<file path="src/assert_macros.svh">
// assertion macros shared by the stack modules
`ifndef ASSERT_MACROS_SVH
`define ASSERT_MACROS_SVH

// same-cycle implication, checked out of reset
`define LSI_ASSERT_NOW(label, ante, cons, msg) \
  label: assert property (@(posedge clk) disable iff (!rst_n) (ante) |-> (cons)) \
    else $error(msg);

// next-cycle implication, checked out of reset
`define LSI_ASSERT_NEXT(label, ante, cons, msg) \
  label: assert property (@(posedge clk) disable iff (!rst_n) (ante) |=> (cons)) \
    else $error(msg);

`endif

</file>
<file path="src/lsi_pkg.sv">
// shared types and constants of the lifo stack unit
`timescale 1ns / 1ps
`default_nettype none

package lsi_pkg;

  // fixed field widths
  localparam int OP_W     = 3;
  localparam int DATA_W   = 32;
  localparam int STATUS_W = 2;
  localparam int COUNT_W  = 9;

  // operation codes
  localparam logic [OP_W-1:0] OP_PUSH   = 3'd0;
  localparam logic [OP_W-1:0] OP_POP    = 3'd1;
  localparam logic [OP_W-1:0] OP_EXISTS = 3'd2;
  localparam logic [OP_W-1:0] OP_NEXT   = 3'd3;
  localparam logic [OP_W-1:0] OP_CYCLIC = 3'd4;
  localparam logic [OP_W-1:0] OP_REWIND = 3'd5;

  // status codes
  localparam logic [STATUS_W-1:0] ST_OK    = 2'd0;
  localparam logic [STATUS_W-1:0] ST_EMPTY = 2'd1;
  localparam logic [STATUS_W-1:0] ST_FULL  = 2'd2;

  // commands from controller to datapath
  typedef struct packed {
    logic accept;
    logic scan;
    logic load_out;
  } lsi_cmd_t;

  // status from datapath to controller
  typedef struct packed {
    logic empty;
    logic scan_hit;
    logic scan_last;
  } lsi_stat_t;

endpackage

`default_nettype wire

</file>
<file path="src/lsi_controller.sv">
// controller state machine and output word handshake
`timescale 1ns / 1ps
`default_nettype none
`include "assert_macros.svh"

module lsi_controller
  import lsi_pkg::*;
(
  input  wire logic            clk,
  input  wire logic            rst_n,
  input  wire logic            in_valid,
  output logic                 in_stall,
  input  wire logic [OP_W-1:0] in_op,
  output logic                 out_valid,
  input  wire logic            out_stall,
  output lsi_cmd_t             cmd,
  input  wire lsi_stat_t       stat
);

  typedef enum logic [2:0] {
    S_IDLE = 3'b001,
    S_SCAN = 3'b010,
    S_FIN  = 3'b100
  } state_t;

  state_t state_r, state_nxt;
  logic   out_valid_r, out_valid_nxt;
  logic   accept, out_free;

  // handshake
  assign in_stall = (state_r != S_IDLE);
  assign accept   = in_valid && !in_stall;
  assign out_free = !out_valid_r || !out_stall;

  assign cmd.accept   = accept;
  assign cmd.scan     = (state_r == S_SCAN);
  assign cmd.load_out = (state_r == S_FIN) && out_free;

  // next state
  always_comb begin
    state_nxt = state_r;
    case (state_r)
      S_IDLE: begin
        if (accept) begin
          state_nxt = (in_op == OP_EXISTS && !stat.empty) ? S_SCAN : S_FIN;
        end
      end
      S_SCAN: begin
        if (stat.scan_hit || stat.scan_last) begin
          state_nxt = S_FIN;
        end
      end
      S_FIN: begin
        if (out_free) begin
          state_nxt = S_IDLE;
        end
      end
      default: state_nxt = S_IDLE;
    endcase
  end

  // output word valid
  always_comb begin
    out_valid_nxt = out_valid_r;
    if (cmd.load_out) begin
      out_valid_nxt = 1'b1;
    end else if (!out_stall) begin
      out_valid_nxt = 1'b0;
    end
  end

  always_ff @(posedge clk) begin
    if (!rst_n) begin
      state_r     <= S_IDLE;
      out_valid_r <= 1'b0;
    end else begin
      state_r     <= state_nxt;
      out_valid_r <= out_valid_nxt;
    end
  end

  assign out_valid = out_valid_r;

  `LSI_ASSERT_NEXT(a_accept_busy, accept, state_r != S_IDLE, "accepted word left controller idle")
  `LSI_ASSERT_NEXT(a_out_hold, out_valid_r && out_stall, out_valid_r, "stalled output word dropped")
  `LSI_ASSERT_NEXT(a_fin_wait, state_r == S_FIN && !out_free, state_r == S_FIN, "result not held")

endmodule

`default_nettype wire

</file>
<file path="config.mk">
export PLATFORM = sky130hd
export DESIGN_NAME = lsi_controller
export DESIGN_NICKNAME = d
export VERILOG_FILES = /design/src/lsi_pkg.sv /design/src/lsi_controller.sv
export VERILOG_INCLUDE_DIRS = /design/src /design/src/src
export SDC_FILE = /design/constraint.sdc
export NUM_CORES = 1
export LEC_CHECK = 0
export BUFFER_PORTS_ARGS = -buffer_cell sky130_fd_sc_hd__buf_4
export CORE_AREA = 2 2 39 41
export DETAILED_ROUTE_END_ITERATION = 10
export DIE_AREA = 0 0 41 43
export GPL_ROUTABILITY_DRIVEN = 0
export SYNTH_ARGS = -nofsm -noshare
export SYNTH_HDL_FRONTEND = slang
export SYNTH_SLANG_ARGS = --single-unit
</file>
<file path="constraint.sdc">
create_clock -name clk -period 3.3 [get_ports clk]
set_input_delay 0 -clock clk [delete_from_list [all_inputs] [get_ports clk]]
set_output_delay 0 -clock clk [all_outputs]
set_load 0.02 [all_outputs]
</file>
==> impl_metrics.env, run 1 <==
export IMPL_status="complete, no violations"
export IMPL_cts_root_buf="clkbuf_4"
export IMPL_yosysSeqAreaShare_pct=28.8
export IMPL_antenna_found_initial=0
export IMPL_die_w_um=41
export IMPL_finalHoldViolCount=0
export IMPL_clockBufferDepth=2
export IMPL_area_growth_pct=50.0
export IMPL_cts_made_buffers=3
export IMPL_cp_end_kind="output pin"
export IMPL_syn_nets=42
export IMPL_final_seq_area_um2=80.1
export IMPL_crit_chain="inv_1 -> or3_2 -> a21oi_1 -> buf_4"
export IMPL_r2r_end="state_r[1]"
export IMPL_place_inst=59
export IMPL_grt_pass1_wl_um=1080
export IMPL_avgSynthCellArea_um2=8.68
export IMPL_syn_cell_area_um2=278
export IMPL_drt_initial_drc_count=2
export IMPL_nets=59
export IMPL_arrival_ps=1400
export IMPL_ys_warn_count=0
export IMPL_clock_fmax_mhz=715
export IMPL_yosysUniqueCellTypes=21
export IMPL_max_slew_margin_pct=78.4
export IMPL_path_class="flop to output pin"
export IMPL_cts_tree="done"
export IMPL_cp_max_fo=6
export IMPL_vias=287
export IMPL_maxCapViolCount=0
export IMPL_routed_wl_um=649
export IMPL_ant_nets=0
export IMPL_post_cts_resized=0
export IMPL_ir_worst_vdd_uv=88.9
export IMPL_nFillCells=157
export IMPL_drt_pass1_iterations=2
export IMPL_drive_gt1_share_pct=42.6
export IMPL_hold_end="out_valid"
export IMPL_synth_top_area_share_pct=28.8
export IMPL_hold_start="out_stall"
export IMPL_reg2reg_from="state_r[1]"
export IMPL_overflow=0
export IMPL_multi_input_area_um2=168
export IMPL_final_common_cell="buf_4"
export IMPL_timing_setup_tns_ps=0
export IMPL_insertion_delay_ps=240
export IMPL_core_um2=1380
export IMPL_cp_slowest_stage_delay_ps=420
export IMPL_synth_top_cells_by_area="dfxtp_1, or3b_1, buf_4"
export IMPL_slowest_stage="or3_2"
export IMPL_critPathRequiredTime_ps=3300
export IMPL_clock_sinks=4
export IMPL_power_per_cell_area_nw_per_um2=451
export IMPL_fin_crit_sh_pct=42.4
export IMPL_finalClockSkew_ps=0.599
export IMPL_drc=0
export IMPL_clkSlewWorstSetupHoldPaths_ps=40
export IMPL_boundaryPins=15
export IMPL_slew_violations=0
export IMPL_fin_cells=63
export IMPL_tightest_slew_ps=319
export IMPL_rows=14
export IMPL_cp_start_kind="flop"
export IMPL_io_buffer_count=14
export IMPL_place_ws_ps=1990
export IMPL_mostFrequentLayoutCells="buf_4, dfxtp_1, inv_1, or3b_1, clkbuf_4"
export IMPL_reg2reg_setup_slack_ps=1990
export IMPL_vias_per_cell=4.56
export IMPL_grt_start_max_net_pins=8
export IMPL_p_leak_nw=0.194
export IMPL_grt_pass1_vias=270
export IMPL_ys_ff_latch=4
export IMPL_yosysTopAreaCell="dfxtp_1"
export IMPL_min_path_type="input port to flop"
export IMPL_fp_dieH_um=43
export IMPL_wl_per_cell_um=10.3
export IMPL_dp_hpwl_um=532
export IMPL_period_needed_ps=1400
export IMPL_syn_inst=32
export IMPL_setup_viol=0
export IMPL_initial_core_util_pct=20.1
export IMPL_whs_path_depth=3
export IMPL_r2r_cells=3
export IMPL_htreeDepth=1
export IMPL_rsz0062_at_grt="no"
export IMPL_die_area_um2=1760
export IMPL_grt_usage_pct=9.73
export IMPL_diodes=0
export IMPL_setup_ws_ps=1900
registers in the layout, indices dropped and copies added (netlist names):
name and count:
state_r 3, out_valid 1
worst max path at each step:
stage / to / start / depth (start not counted) / slack (ps)
global placement: state_r[1] / state_r[1] / 3 / 1960
global route: cmd[0] / state_r[2] / 4 / 1790
detailed placement: state_r[0] / state_r[0] / 3 / 1990
floorplan: state_r[1] / state_r[0] / 4 / 1990
finish: cmd[0] / state_r[2] / 4 / 1900
CTS: cmd[0] / state_r[2] / 4 / 1890
cell type report:
type / instances / share of cell area (%)
Clock buffer: 3 / 5.41
Inverter: 3 / 2.70
Multi-Input combinational cell: 22 / 40.2
Sequential cell: 4 / 19.2
Tap cell: 16 / 4.80
Timing Repair Buffer: 15 / 27.6
logic make-up (layout without fill, tap and decap cells):
family | Yosys count | after routing | share of synthesized area [%]
buffers and inverters | 6 | 21 | 10.8
flip-flops | 4 | 4 | 28.8
AO/OA/AOI/OAI | 8 | 8 | 22.5
AND/OR/NAND/NOR | 14 | 14 | 37.8
stage by stage:
stage	cell area [um2]	util [%]	hold WS (ps)	total power, mW
after detailed placement	384	27.8	230	0.124
final	417	30.1	39.9	0.188
after CTS	417	30.1	38.2	0.191
after global routing	417	30.1	51.8	0.203
after global placement	384	27.8	224	0.124
after floorplan	278	-	78.6	0.103
power breakdown:
| part | switching [mW] | internal, mW |
|---|---|---|
| Sequential | 0.00641 | 0.0542 |
| Combinational | 0.0307 | 0.0327 |
| Clock | 0.0232 | 0.0409 |
| Total | 0.0603 | 0.128 |
cell usage after synthesis (all sizes together):
| library cell | instances |
|---|---|
| dfxtp | 4 |
| inv | 3 |
| or3b | 3 |
| a21oi | 2 |
| buf | 2 |
| nand2 | 2 |
| nor2 | 2 |
| or2b | 2 |
| a21boi | 1 |
| a32o | 1 |
| clkbuf | 1 |
| nand4b | 1 |
| nor3b | 1 |
| nor4b | 1 |
| o211a | 1 |
| o221ai | 1 |
| o22ai | 1 |
| o32a | 1 |
| or3 | 1 |
| or4b | 1 |
layer usage:
metal / share of wire, % / global-route usage (%) / wire (um)
met3: 4.0 / 3.14 / 26
met1: 46 / 9.94 / 300
met2: 46 / 13.1 / 300
met5: 0 / 0 / 0
met4: 3.2 / 12.0 / 21
timing repair:
action / in CTS / in global routing
buffers inserted: 0 / 0
hold buffers: 1 / 0
endpoints found under the setup margin: 0 / 0
hold endpoints to repair: 1 / 0
worst max-delay path, delay by kind of cell, from the launching register on:
| family | cells | cell delay (ps) |
|---|---|---|
| compound gates | 1 | 130 |
| flops | 1 | 390 |
| buf+inv | 2 | 220 |
| simple gates | 1 | 420 |
Note: power is estimated with default switching activity, not from simulation.
==> run 2, diff against run 1 <==
--- a/config.mk
+++ b/config.mk
@@ -6,6 +6,7 @@
 export SDC_FILE = /design/constraint.sdc
 export NUM_CORES = 1
 export LEC_CHECK = 0
+export ABC_AREA = 1
 export BUFFER_PORTS_ARGS = -buffer_cell sky130_fd_sc_hd__buf_4
 export CORE_AREA = 2 2 39 41
 export DETAILED_ROUTE_END_ITERATION = 10
==> constraint.sdc (replaced) <==
create_clock -name clk -period 1.2 [get_ports clk]
set_input_delay 0 -clock clk [delete_from_list [all_inputs] [get_ports clk]]
set_output_delay 0 -clock clk [all_outputs]
set_load 0.02 [all_outputs]
==> impl_metrics.env, run 2 <==
export IMPL_multi_input_area_um2=149
export IMPL_synth_most_common_cell="nor2_1"
export IMPL_clock_sinks=4
export IMPL_whs_ps=6.44
export IMPL_nets=71
export IMPL_nFillCells=159
export IMPL_grt_pass1_wl_um=959
export IMPL_yosysSeqAreaShare_pct=29.2
export IMPL_syn_nets=54
export IMPL_htreeDepth=1
export IMPL_whs_path_depth=3
export IMPL_crit_chain="nor2_2 -> nand2_2 -> nor2_1 -> buf_4"
export IMPL_vias_per_cell=3.95
export IMPL_path_depth=4
export IMPL_syn_inst=44
export IMPL_antenna_found_initial=0
export IMPL_routed_wl_um=541
export IMPL_arrival_ps=1060
export IMPL_finalHoldViolCount=0
export IMPL_cp_buffers_inverters=1
export IMPL_cp_max_fo=5
export IMPL_ys_ff_latch=4
export IMPL_rows=14
export IMPL_syn_cell_area_um2=274
export IMPL_synth_commonest_cells="nor2_1, nand2_1, inv_1"
export IMPL_reg2reg_setup_slack_ps=230
export IMPL_fin_crit_sh_pct=88.7
export IMPL_overflow=0
export IMPL_path_class="flop to output pin"
export IMPL_placed_cell_area_um2=384
export IMPL_synth_top_area_share_pct=29.2
export IMPL_cp_start_kind="flop"
export IMPL_yosysTopAreaCell="dfxtp_1"
export IMPL_slowest_stage="dfxtp_1"
export IMPL_post_cts_buffers=0
export IMPL_die_w_um=41
export IMPL_clkSlewWorstSetupHoldPaths_ps=40
export IMPL_die_area_um2=1760
export IMPL_cts_root_buf="clkbuf_4"
export IMPL_cp_end_kind="output pin"
export IMPL_place_inst=72
export IMPL_rsz0062_at_grt="no"
export IMPL_timing_setup_tns_ps=0
export IMPL_ys_flop_type="dfxtp_1"
export IMPL_status="complete, no violations"
export IMPL_diodes=0
export IMPL_mostFrequentLayoutCells="buf_4, nor2_1, nand2_1, inv_1"
export IMPL_synth_top_cells_by_area="dfxtp_1, nor2_1, nand2_1"
export IMPL_grt_pass1_vias=271
export IMPL_regMostFlops="state_r"
export IMPL_grtUsageMet2_pct=12.2
export IMPL_fin_cells=75
export IMPL_utilization_pct=29.4
export IMPL_drive_gt1_share_pct=40.7
export IMPL_busiest_layer="met2"
export IMPL_slew_violations=0
export IMPL_post_cts_resized=0
export IMPL_clockBufferDepth=2
export IMPL_r2r_cells=6
export IMPL_path_delay_family="simple AND/OR/NAND/NOR gates"
export IMPL_period_needed_ps=1060
export IMPL_final_seq_area_um2=80.1
export IMPL_area_growth_pct=48.4
export IMPL_max_slew_margin_pct=88.1
export IMPL_io_buffer_count=14
export IMPL_min_path_type="input port to flop"
export IMPL_ant_nets=0
export IMPL_setup_ws_ps=136
export IMPL_initial_core_util_pct=19.8
export IMPL_insertion_delay_ps=240
export IMPL_dp_hpwl_um=462
export IMPL_cp_slowest_stage_delay_ps=340
export IMPL_clock_fmax_mhz=940
export IMPL_grt_use_met1_pct=8.71
export IMPL_synthArstFlopShare_pct=0
export IMPL_drt_initial_drc_count=4
export IMPL_drc=0
export IMPL_fp_dieH_um=43
export IMPL_critPathRequiredTime_ps=1200
export IMPL_place_ws_ps=232
export IMPL_synth_edf_count=0
export IMPL_cts_tree="done"
export IMPL_setup_viol=0
export IMPL_wl_per_cell_um=7.21
export IMPL_vias=296
export IMPL_avgSynthCellArea_um2=6.23
export IMPL_cts_made_buffers=3
export IMPL_drt_pass1_iterations=2
export IMPL_power_mw=0.816
export IMPL_p_leak_nw=0.248
export IMPL_finalClockSkew_ps=2.24
export IMPL_grt_start_max_net_pins=6
export IMPL_boundaryPins=15
export IMPL_ir_worst_vdd_uv=421
export IMPL_tightest_slew_ps=178
export IMPL_grt_usage_pct=8.44
export IMPL_final_area_um2=407
export IMPL_core_um2=1380
export IMPL_largest_reg_flops=3
export IMPL_yosysUniqueCellTypes=13
export IMPL_hold_buffers=0
export IMPL_power_per_cell_area_nw_per_um2=2010
export IMPL_maxCapViolCount=0
export IMPL_ys_warn_count=0
export IMPL_final_common_cell="buf_4"
export IMPL_met3_usage_pct=3.14
run 2: power by group:
group	internal, mW	leakage, nW	switching, mW	total (mW)
clock network	0.112	0.0138	0.0572	0.169
registers	0.177	0.0330	0.0334	0.211
logic	0.174	0.201	0.262	0.436
run 2: worst reg2reg max path, stage by stage (launching register included):
cell and delay, ps:
dfxtp_1 340, nor2_2 150, nand3_1 120, nand3_2 120, nand2_1 60, nand2_1 50
nor2_1 30
run 2: kinds of logic (layout without fill, tap and decap cells):
group,after synthesis,after routing,synth area share (%)
and+or+nand+nor,27,27,48.9
buffers and inverters,10,25,16.4
DFF,4,4,29.2
AOI/OAI and AO/OA,3,3,5.48
run 2: layout make-up:
class / count / share of cell area, %
Tap cell: 16 / 4.92
Sequential cell: 4 / 19.7
Clock buffer: 3 / 5.54
Timing Repair Buffer: 14 / 25.8
Inverter: 8 / 7.38
Multi-Input combinational cell: 30 / 36.6
run 2: worst paths after layout:
path,from,to
setup reg to reg,state_r[2],state_r[2]
hold / removal,rst_n,state_r[2]
setup / recovery,state_r[2],cmd[2]
hold reg to reg,out_valid,out_valid
run 2: per-layer routing:
metal / vias to the layer above / part of all wire, %
met4: 0 / 2.6
li1: 161 / -
met1: 126 / 38
met5: - / 0
met3: 2 / 4.6
met2: 7 / 54
